--- config.mk ---
export PLATFORM = sky130hd
export DESIGN_NAME = ymrf_step
export DESIGN_NICKNAME = d
export VERILOG_FILES = /design/src/hdl/ymrf_pkg.sv /design/src/hdl/ymrf_step.sv
export SDC_FILE = /design/constraint.sdc
export NUM_CORES = 1
export LEC_CHECK = 0
export ABC_AREA = 1
export BUFFER_PORTS_ARGS = -buffer_cell sky130_fd_sc_hd__buf_2
export CORE_MARGIN = 10
export CORE_UTILIZATION = 43
export DETAILED_ROUTE_END_ITERATION = 16
export PLACE_DENSITY = 0.85
export SLEW_MARGIN = 20
export SYNTH_ARGS = -nofsm -noshare
export SYNTH_HDL_FRONTEND = slang
export SYNTH_SLANG_ARGS = --single-unit
--- constraint.sdc ---
create_clock -name vclk -period 3.83
set_clock_uncertainty 0.2 [all_clocks]
set_input_delay 0.383 -clock vclk [all_inputs]
set_output_delay 0.383 -clock vclk [all_outputs]
set_load 0.02 [all_outputs]
--- src/hdl/ymrf_pkg.sv ---
package ymrf_pkg;

	localparam int LONG_BLOCK_BYTES = 1024;
	localparam int SHORT_BLOCK_BYTES = 128;
	localparam int RES_MAX = 4;

	localparam logic [7:0] B_SOH = 8'h01;
	localparam logic [7:0] B_STX = 8'h02;
	localparam logic [7:0] B_EOT = 8'h04;
	localparam logic [7:0] B_ACK = 8'h06;
	localparam logic [7:0] B_NAK = 8'h15;
	localparam logic [7:0] B_CAN = 8'h18;
	localparam logic [7:0] B_REQ = 8'h43;
	localparam logic [7:0] B_SPACE = 8'h20;

	localparam logic [2:0] KIND_PAYLOAD = 3'd0;
	localparam logic [2:0] KIND_NAME = 3'd1;
	localparam logic [2:0] KIND_REPLY = 3'd2;
	localparam logic [2:0] KIND_VERDICT = 3'd3;
	localparam logic [2:0] KIND_EVENT = 3'd4;

	localparam logic [2:0] VERD_OK = 3'd0;
	localparam logic [2:0] VERD_REPEAT = 3'd1;
	localparam logic [2:0] VERD_LOST = 3'd2;
	localparam logic [2:0] VERD_CRC = 3'd3;
	localparam logic [2:0] VERD_BAD_START = 3'd4;

	localparam logic [2:0] EV_NONE = 3'd0;
	localparam logic [2:0] EV_FILE_DONE = 3'd1;
	localparam logic [2:0] EV_ALL_DONE = 3'd2;
	localparam logic [2:0] EV_CANCELLED = 3'd3;
	localparam logic [2:0] EV_ABORTED = 3'd4;

	localparam logic [1:0] HDR_NAME = 2'd0;
	localparam logic [1:0] HDR_LENGTH = 2'd1;
	localparam logic [1:0] HDR_DONE = 2'd2;

	typedef struct packed {
		logic        in_packet;
		logic        long_block;
		logic [10:0] byte_pos;
		logic [7:0]  exp_blk;
		logic [7:0]  rcv_blk;
		logic [15:0] crc;
		logic        awaiting_header;
		logic [1:0]  header_phase;
		logic        name_nonempty;
		logic [31:0] parsed_len;
		logic [31:0] remaining_len;
		logic [1:0]  cancel_cnt;
		logic        stopped;
	} st_t;

	typedef struct packed {
		logic [2:0]  kind;
		logic [7:0]  value;
		logic        keep;
		logic [2:0]  verdict;
		logic [2:0]  session_event;
		logic [31:0] file_length;
		logic        last;
	} res_t;

	localparam st_t ST_RESET = '{awaiting_header: 1'b1, header_phase: HDR_NAME, default: '0};

	function automatic logic [15:0] crc_byte(input logic [15:0] c, input logic [7:0] b);
		logic [15:0] v;
		v = c ^ {b, 8'h00};
		for (int i = 0; i < 8; i++) begin
			v = v[15] ? ((v << 1) ^ 16'h1021) : (v << 1);
		end
		return v;
	endfunction

	function automatic res_t mk(input logic [2:0] kind, input logic [7:0] value,
		input logic keep, input logic [2:0] verdict, input logic [2:0] ev,
		input logic [31:0] len);
		res_t r;
		r.kind = kind;
		r.value = value;
		r.keep = keep;
		r.verdict = verdict;
		r.session_event = ev;
		r.file_length = len;
		r.last = 1'b0;
		return r;
	endfunction

endpackage

--- src/hdl/ymrf_step.sv ---
module ymrf_step (
	input  ymrf_pkg::st_t                      st,
	input  logic [7:0]                         b,
	output ymrf_pkg::st_t                      nx,
	output ymrf_pkg::res_t [ymrf_pkg::RES_MAX-1:0] res,
	output logic [2:0]                         n
);
	import ymrf_pkg::*;

	logic [10:0] blk;
	logic [10:0] p;
	logic [10:0] off;
	logic [7:0]  rb;
	logic        match;
	logic [15:0] crc_n;
	logic [35:0] mul;
	logic [1:0]  cc;

	always_comb begin
		nx = st;
		n = 3'd0;
		res = '0;
		blk = st.long_block ? 11'(LONG_BLOCK_BYTES) : 11'(SHORT_BLOCK_BYTES);
		p = st.byte_pos;
		off = p - 11'd3;
		rb = (p == 11'd1) ? b : st.rcv_blk;
		match = (rb == st.exp_blk);
		crc_n = (p >= 11'd3) ? crc_byte(st.crc, b) : st.crc;
		mul = {1'b0, st.parsed_len, 3'b000} + {3'b000, st.parsed_len, 1'b0} + {32'd0, b[3:0]};
		cc = st.cancel_cnt + 2'd1;
		if (!st.stopped) begin
			if (!st.in_packet) begin
				if (b == B_SOH || b == B_STX) begin
					nx.cancel_cnt = 2'd0;
					nx.in_packet = 1'b1;
					nx.long_block = (b == B_STX);
					nx.byte_pos = 11'd1;
					nx.crc = '0;
					nx.rcv_blk = '0;
					nx.header_phase = HDR_NAME;
					nx.name_nonempty = 1'b0;
					nx.parsed_len = '0;
				end else if (b == B_EOT) begin
					nx.cancel_cnt = 2'd0;
					res[0] = mk(KIND_REPLY, B_ACK, 1'b0, VERD_OK, EV_NONE, '0);
					res[1] = mk(KIND_REPLY, B_REQ, 1'b0, VERD_OK, EV_NONE, '0);
					res[2] = mk(KIND_EVENT, '0, 1'b0, VERD_OK, EV_FILE_DONE, '0);
					n = 3'd3;
					nx.exp_blk = '0;
					nx.awaiting_header = 1'b1;
					nx.remaining_len = '0;
				end else if (b == B_CAN) begin
					nx.cancel_cnt = cc;
					if (cc >= 2'd2) begin
						res[0] = mk(KIND_EVENT, '0, 1'b0, VERD_OK, EV_CANCELLED, '0);
						n = 3'd1;
						nx.stopped = 1'b1;
					end
				end else begin
					nx.cancel_cnt = 2'd0;
					res[0] = mk(KIND_VERDICT, '0, 1'b0, VERD_BAD_START, EV_NONE, '0);
					res[1] = mk(KIND_REPLY, B_NAK, 1'b0, VERD_OK, EV_NONE, '0);
					n = 3'd2;
				end
			end else begin
				nx.rcv_blk = rb;
				nx.crc = crc_n;
				if (p >= 11'd3 && p < blk + 11'd3 && match) begin
					if (st.awaiting_header && rb == 8'd0) begin
						if (st.header_phase == HDR_NAME) begin
							if (b == 8'd0) begin
								nx.header_phase = HDR_LENGTH;
							end else begin
								res[0] = mk(KIND_NAME, b, 1'b0, VERD_OK, EV_NONE, '0);
								n = 3'd1;
								nx.name_nonempty = 1'b1;
							end
						end else if (st.header_phase == HDR_LENGTH) begin
							if (b == B_SPACE || b == 8'd0) begin
								nx.header_phase = HDR_DONE;
							end else begin
								nx.parsed_len = (mul[35:32] != 4'd0) ? 32'hFFFF_FFFF : mul[31:0];
							end
						end
					end else begin
						res[0] = mk(KIND_PAYLOAD, b,
							(st.remaining_len == 32'd0) || ({21'd0, off} < st.remaining_len),
							VERD_OK, EV_NONE, '0);
						n = 3'd1;
					end
				end
				nx.byte_pos = p + 11'd1;
				if (p >= blk + 11'd4) begin
					nx.in_packet = 1'b0;
					nx.byte_pos = '0;
					if (!match) begin
						if (rb == st.exp_blk - 8'd1) begin
							res[0] = mk(KIND_VERDICT, '0, 1'b0, VERD_REPEAT, EV_NONE, '0);
							res[1] = mk(KIND_REPLY, B_ACK, 1'b0, VERD_OK, EV_NONE, '0);
							n = 3'd2;
						end else begin
							res[0] = mk(KIND_VERDICT, '0, 1'b0, VERD_LOST, EV_NONE, '0);
							if (st.awaiting_header) begin
								res[1] = mk(KIND_REPLY, B_NAK, 1'b0, VERD_OK, EV_NONE, '0);
								n = 3'd2;
							end else begin
								res[1] = mk(KIND_REPLY, B_CAN, 1'b0, VERD_OK, EV_NONE, '0);
								res[2] = mk(KIND_REPLY, B_CAN, 1'b0, VERD_OK, EV_NONE, '0);
								res[3] = mk(KIND_EVENT, '0, 1'b0, VERD_OK, EV_ABORTED, '0);
								n = 3'd4;
								nx.stopped = 1'b1;
							end
						end
					end else if (crc_n != 16'd0) begin
						res[0] = mk(KIND_VERDICT, '0, 1'b0, VERD_CRC, EV_NONE, '0);
						res[1] = mk(KIND_REPLY, B_NAK, 1'b0, VERD_OK, EV_NONE, '0);
						n = 3'd2;
					end else begin
						nx.exp_blk = rb + 8'd1;
						if (st.awaiting_header && rb == 8'd0) begin
							if (!st.name_nonempty) begin
								res[0] = mk(KIND_VERDICT, '0, 1'b0, VERD_OK, EV_NONE, '0);
								res[1] = mk(KIND_REPLY, B_ACK, 1'b0, VERD_OK, EV_NONE, '0);
								res[2] = mk(KIND_EVENT, '0, 1'b0, VERD_OK, EV_ALL_DONE, '0);
								n = 3'd3;
								nx.stopped = 1'b1;
							end else begin
								nx.remaining_len = st.parsed_len;
								res[0] = mk(KIND_VERDICT, '0, 1'b0, VERD_OK, EV_NONE,
									st.parsed_len);
								res[1] = mk(KIND_REPLY, B_ACK, 1'b0, VERD_OK, EV_NONE, '0);
								res[2] = mk(KIND_REPLY, B_REQ, 1'b0, VERD_OK, EV_NONE, '0);
								n = 3'd3;
							end
						end else begin
							nx.awaiting_header = 1'b0;
							nx.remaining_len = (st.remaining_len > {21'd0, blk}) ?
								st.remaining_len - {21'd0, blk} : 32'd0;
							res[0] = mk(KIND_VERDICT, '0, 1'b0, VERD_OK, EV_NONE, '0);
							res[1] = mk(KIND_REPLY, B_ACK, 1'b0, VERD_OK, EV_NONE, '0);
							n = 3'd2;
						end
					end
				end
			end
		end
		for (int i = 0; i < RES_MAX; i++) begin
			res[i].last = (3'(i + 1) == n);
		end
	end

endmodule

# Yosys cells after proc, flatten, opt, wreduce, memory -nomap -nowiden
# Index checks and enable logic that the tools add are counted.
[word_totals]
mem_bits_rw = 0
wordCells = 157
reg_bits = 0
inputBits = 124
latch_bits = 0
n_memories = 0
romBits = 0
output_inout_bits = 323
[op_classes]
multipliers = 0
n_bitwise = 9
shifts = 0
n_eq_ne = 13
magnitude_cmp = 6
mux = 107
n_addsub = 10
reduce_logical = 12
n_div = 0
[ops]
columns = ["op", "count"]
rows = [
  ["153-bit 2-to-1 mux", 4],
  ["51-bit 2-to-1 mux", 9],
  ["102-bit 2-to-1 mux", 4],
  ["204-bit 2-to-1 mux", 2],
  ["32-bit 2-to-1 mux", 12],
  ["13-bit 2-to-1 mux", 9],
  ["116-bit 2-to-1 mux", 1],
  ["111-bit 2-to-1 mux", 1],
  ["35-bit 2-to-1 mux", 3],
  ["101-bit 2-to-1 mux", 1],
  ["49-bit 2-to-1 mux", 2],
  ["96-bit 2-to-1 mux", 1],
  ["50-bit 2-to-1 mux", 1],
  ["44-bit 2-to-1 mux", 1],
  ["8-bit 2-to-1 mux", 5],
  ["35-bit by 33-bit adder with 36-bit output", 1],
  ["36-bit by 4-bit adder with 36-bit output", 1],
  ["3-bit 2-to-1 mux", 12],
  ["32-bit by 11-bit greater-than comparator with 1-bit output", 1],
  ["32-bit logical NOT", 1],
  ["11-bit by 32-bit less-than comparator with 1-bit output", 1],
  ["32-bit by 11-bit subtractor with 32-bit output", 1],
  ["1-bit 2-to-1 mux", 27],
  ["24-bit 2-to-1 mux", 1],
  ["other kinds (34)", 55],
]

# Depth between registers and ports, before layout
# Gate-level depths: netlist of the first run.
[depth]
ltp_word = 25
mapped_depth = 22
mapped_depth_nobuf = 21

# Least setup slack after synthesis of the first run
# No wires, ideal clock.
[synth_path]
kind = "input -> output"
start = "input port b[3]"
end = "output port nx[64] (netlist name)"
t_required_ps = 3247
t_arrival_ps = 3136
path_buffers = 1
slack_ps = 111
path_stages = 18
path_cell_list = "inv_1 fa_1 fa_1 o21ai_0 nand2_1 nand2_1 nand2_1 nand2_1 nand2_1 nand2_1 nand2_1 nand2_1 nand2_1 nor2_1 clkbuf_1 nand4_1 nand2_1 nand2_1"
[synth_rtl]
columns = ["item", "line", "source"]
rows = [
  ["from (decl)", "ymrf_step.sv:3", "input logic [7:0] b,"],
  ["to (decl)", "ymrf_step.sv:4", "output ymrf_pkg::st_t nx,"],
]

==> results of run 1 <==
-- power by group --
group	total, W	leakage [nW]	switching (W)	internal [W]
logic	0.00178	7.45	0.00122	0.000553
clock network	0	0	0	0
registers	0	0	0	0
total	0.00178	7.45	0.00122	0.000553
-- final cells by class --
cell class / count / area (um^2)
timing repair buffer: 412 / 2460
multi-input combinational: 1698 / 8830
tap: 324 / 405
fill: 2699 / 11700
inverter: 235 / 883
-- worst max-delay path, delay by kind of cell --
kind	cells	cell delay (ns)
AND/OR/NAND/NOR	15	1.61
buffers and inverters	5	0.90
AO/OA/AOI/OAI	1	0.22
-- stage by stage --
step | total power (W) | area (um^2) | instances
after floorplan | 0.00122 | 11100 | 2149
after global placement | 0.00170 | 12400 | 2661
after detailed placement | 0.00170 | 12400 | 2661
after CTS | 0.00172 | 12400 | 2661
after global routing | 0.00194 | 12600 | 2669
final | 0.00178 | 12600 | 2669
-- cells by family after synthesis --
logic type | Yosys count
AND/OR/NAND/NOR | 1136
adder cells (fa/ha/maj) | 86
XOR/XNOR | 71
buffers and inverters | 451
AO/OA/AOI/OAI | 272
other | 1
-- repair_timing --
item / CTS / global route
resized for setup: 4 / 39
setup buffers: 0 / 8
pin swaps: 0 / 8
setup endpoints to repair: 18 / 120
hold endpoints to repair: 0 / 0
-- worst paths after layout --
kind,from,end,cells after the start
worst min-delay path,st[4],nx[4],4
worst max-delay path,b[7],nx[99],21
-- synth_stat cells, drive strengths merged, types with 36 or more instances --
cell type and number:
nand2 697, inv 232, nor2 203, buf 180, nand3 158, o21ai 96, a21oi 88, ha 84
xor2 48, o22ai 38, nand4 37, clkbuf 36
-- per-layer routing --
metal,vias up,track usage
met5,-,0
met2,852,0.499
met1,6376,0.348
li1,6871,-
met3,116,0.0393
met4,2,0.108
==> results.py, run 1 <==
metrics = {
    "critical_path": {
        "cp-end-kind": "output port",
        "cp.arrival_ns": 3.13,
        "crit_required_ns": 3.25,
        "slowest_stage": "inv_1",
        "critPathMostFrequentCell": "nand2_1",
        "worstPathCellList": "buf_2, inv_1, nand2_1, nand2_1, nand2_1, nand2_1, nand2_1, nand2_1, nand2_1, nand2_1, nand2_1, nor2_1, nand2_1, nor2_2, buf_12, nand3_2, buf_4, nand2_1, nand3_1, o21ai_1, buf_4",
        "critical_path.max_stage_delay_ns": 0.22,
        "critPathKind": "input pin to output port",
        "startpoint_type": "input pin",
        "critPathMaxFanout": 11,
    },
    "die": {
        "die_y_um": 177,
        "die_w_um": 177,
        "initial_core_util": 0.436,
        "core_um2": 24300,
        "fp-row-count": 57,
        "die_area_um2": 31400,
        "ios": 447,
    },
    "timing": {
        "fmax_ghz": 0.269,
        "finalHoldViolations": 0,
        "rsz0062_at_grt": "true",
        "setup_viol": 0,
        "fin_setup_tns_ns": 0,
        "period_share": 0.969,
        "tightest_slew_ns": 0.733,
        "hold_ws_ns": 0.925,
        "fin_crit_ns": 3.71,
        "setup_ws_ns": 0.119,
        "relSlewSlack": 0.512,
        "final_max_slew_viol_count": 0,
    },
    "pwr": {
        "p_leak_nw": 7.45,
        "power.density_nw_per_um2": 141,
        "irDropWorstVdd_mv": 0.0753,
    },
    "layout": {
        "layout_common_cells": "nand2_1 (674), buf_2 (311), inv_1 (221)",
        "final_common_cell": "nand2_1",
        "drive_gt1_frac": 0.219,
        "nClkBuffers": 0,
        "layout.nets": 2557,
        "final_util": 0.517,
        "area_delta_synth_final_pct": 18.6,
        "diodes": 0,
        "seq_cell_count": 0,
        "seqCellArea_um2": 0,
    },
    "drt": {
        "top_layer": "met5",
        "drtPass1Iterations": 8,
        "via_per_inst": 5.33,
        "drt_iter0_markers": 1399,
        "routedWlPerCell_um": 18.3,
        "drt-total-wl_um": 48900,
        "wl_met1_um": 19300,
        "wl_met3_um": 4470,
        "vias": 14217,
        "drc": 0,
        "wl_met2_um": 23000,
        "final_antenna_net_count": 0,
    },
    "yosys": {
        "ys_seq_area_frac": 0,
        "synth_fa_ha_area_frac": 0.103,
        "synth.avg_cell_area_um2": 5.26,
        "synth_top_family_by_area": "simple AND/OR/NAND/NOR gates",
        "syn_inst": 2017,
        "synth_compound_gate_area_share": 0.144,
        "synthXorXnorAreaFrac": 0.0586,
        "synthTopCellsByArea": "nand2_1 (24%), buf_4 (11%), ha_1 (9.9%)",
        "synth_top_area_frac": 0.242,
        "synth.mux.area_fraction": 0,
        "synth_cell_types": 47,
        "synth-warning-count": 0,
        "synth-simple-area-share": 0.470,
        "syn-cell-area_um2": 10600,
        "synth_top_cell_by_area": "nand2_1",
    },
    "placement": {
        "io_buffers": 314,
        "pre_cts_ws_ns": -0.0298,
        "hpwl_um": 41500,
        "gp_congestion": 1.00,
    },
    "global_route": {
        "antenna_found_initial": 1,
        "grt_max_degree": 60,
        "grt_overflow_total": 0,
        "grt_pass1_vias": 13346,
        "grt_pass1_wl_um": 73500,
        "track_usage": 0.286,
    },
    "run": {
        "drv_cap": 0,
    },
    "worst_hold_path": {
        "hp-class": "input pin to output port",
    },
    "clocking": {
        "hold_buffers": 0,
    },
    "status": {
        "status": "finished clean",
    },
}
No activity file was read; power rests on OpenSTA's default activity.
==> run 2: changes to the inputs <==
CAP_MARGIN = 20   (was default)
CORE_AREA = 10 10 165 167   (was default)
CORE_MARGIN = default   (was 10)
CORE_UTILIZATION = default   (was 43)
DIE_AREA = 0 0 175 177   (was default)
PLACE_DENSITY = 0.87   (was 0.85)
==> results.py, run 2 (same netlist as run 1, synthesis figures left out) <==
metrics = {
    "status": {
        "status": "finished clean",
    },
    "timing": {
        "finalHoldViolations": 0,
        "fin_crit_ns": 3.72,
        "rsz0062_at_grt": "true",
        "fmax_ghz": 0.269,
        "final_max_slew_viol_count": 0,
        "setup_ws_ns": 0.106,
        "period_share": 0.972,
        "tightest_slew_ns": 0.693,
        "relSlewSlack": 0.538,
        "fin_setup_tns_ns": 0,
        "hold_ws_ns": 0.933,
        "setup_viol": 0,
    },
    "run": {
        "drv_cap": 0,
    },
    "pwr": {
        "irDropWorstVdd_mv": 0.0733,
        "p_leak_nw": 7.38,
        "power.density_nw_per_um2": 143,
    },
    "worst_hold_path": {
        "worst_hold_path.endpoint": "nx[4]",
        "hold_path_startpoint": "st[4]",
        "hp-class": "input pin to output port",
        "hold_path_depth": 4,
    },
    "placement": {
        "io_buffers": 314,
        "hpwl_um": 42200,
        "gp_congestion": 1.06,
        "pre_cts_ws_ns": -0.0826,
    },
    "global_route": {
        "grt_max_degree": 56,
        "grt_pass1_vias": 13623,
        "use_met3": 0.0486,
        "grt_overflow_total": 0,
        "met1_usage": 0.354,
        "top_usage_layer": "met2",
        "grt_pass1_wl_um": 75100,
        "track_usage": 0.295,
        "met2_usage": 0.519,
        "antenna_found_initial": 3,
    },
    "layout": {
        "layout_common_cells": "nand2_1 (671), buf_2 (311), inv_1 (218)",
        "drive_gt1_frac": 0.217,
        "layout.nets": 2549,
        "multi_input_area_um2": 8800,
        "final.fill_count": 2683,
        "seqCellArea_um2": 0,
        "area_delta_synth_final_pct": 17.5,
        "final_common_cell": "nand2_1",
        "final_util": 0.520,
        "seq_cell_count": 0,
        "nClkBuffers": 0,
    },
    "die": {
        "die_w_um": 175,
        "ios": 447,
        "fp-row-count": 57,
        "die_y_um": 177,
        "core_um2": 24000,
        "die_area_um2": 31000,
        "initial_core_util": 0.443,
    },
    "critical_path": {
        "crit_required_ns": 3.25,
        "critPathKind": "input pin to output port",
        "startpoint_type": "input pin",
        "cp-end-kind": "output port",
        "critPathMaxFanout": 30,
        "cp.arrival_ns": 3.14,
    },
    "drt": {
        "routedWlPerCell_um": 18.6,
        "drt_iter0_markers": 1267,
        "vias": 14145,
        "drtPass1Iterations": 6,
        "final_antenna_net_count": 0,
        "via_per_inst": 5.31,
        "drt-total-wl_um": 49600,
        "drc": 0,
    },
}
## run 2: cell count changes in the layout (fill, tap and decap cells not counted), moves of 3 or more
cell / change
a21oi_1: +5
a21oi_2: -5
buf_12: -4
buf_4: -6
buf_6: +3
ha_1: +3
inv_1: -3
nand2_1: -3
nand2_2: +3
## run 2: what timing repair did
action | CTS | global route
setup buffers | 0 | 4
gates resized for setup | 4 | 36
pin swaps | 1 | 9
hold buffers | 0 | 0
gates cloned | 0 | 0
endpoints found under the setup margin | 32 | 78
## run 2: how the worst max path moves through the flow
stage | from | slack, ns | cells past startpoint | end
3_5_place_dp | b[3] | -0.08 | 20 | nx[65]
2_1_floorplan | b[3] | 0.11 | 18 | nx[64]
5_1_grt | st[37] | -0.07 | 23 | nx[44]
3_3_place_gp | b[3] | -0.02 | 22 | nx[62]
4_1_cts | st[35] | 0.002 | 24 | nx[44]
6_report | st[103] | 0.11 | 20 | nx[95]
## run 2: critical path: stages
cell      delay [ns]
buf_2           0.12
ha_1            0.22
inv_1           0.09
nor2_2          0.15
nand3b_4        0.12
nand2_2         0.10
buf_12          0.18
nand3_1         0.12
nand2_1         0.10
nand2_1         0.06
nor2_1          0.10
nand2_1         0.10
nor2_2          0.17
buf_12          0.17
nand3_2         0.11
buf_4           0.20
nand2_1         0.06
nand3_1         0.09
o21ai_0         0.23
buf_2           0.26
## run 2: power breakdown
group	internal [W]	leakage [nW]	switching (W)	total, W
clock network	0.0000000000702	0.0000127	0	0.0000000000702
logic	0.000545	7.38	0.00123	0.00178
registers	0	0	0	0
## run 2: layout make-up
class / instances / share of cell area
Antenna cell: 2 / 0.000402
Inverter: 235 / 0.0715
Multi-Input combinational cell: 1698 / 0.707
Tap cell: 324 / 0.0325
Timing Repair Buffer: 404 / 0.189
## run 2: per-stage QoR
step	instance area [um^2]	cells	power, W
floorplan	11100	2149	0.00122
global placement	12300	2657	0.00171
detailed placement	12300	2657	0.00171
CTS	12300	2657	0.00172
global route	12500	2663	0.00195
finish	12500	2663	0.00178
## run 2: per-layer routing
layer	vias to the layer above	part of all wire	routed length (um)
met3	99	0.083	4140
li1	6860	-	-
met1	6438	0.40	19800
met2	746	0.47	23600
met5	-	0.00026	13
met4	2	0.043	2110
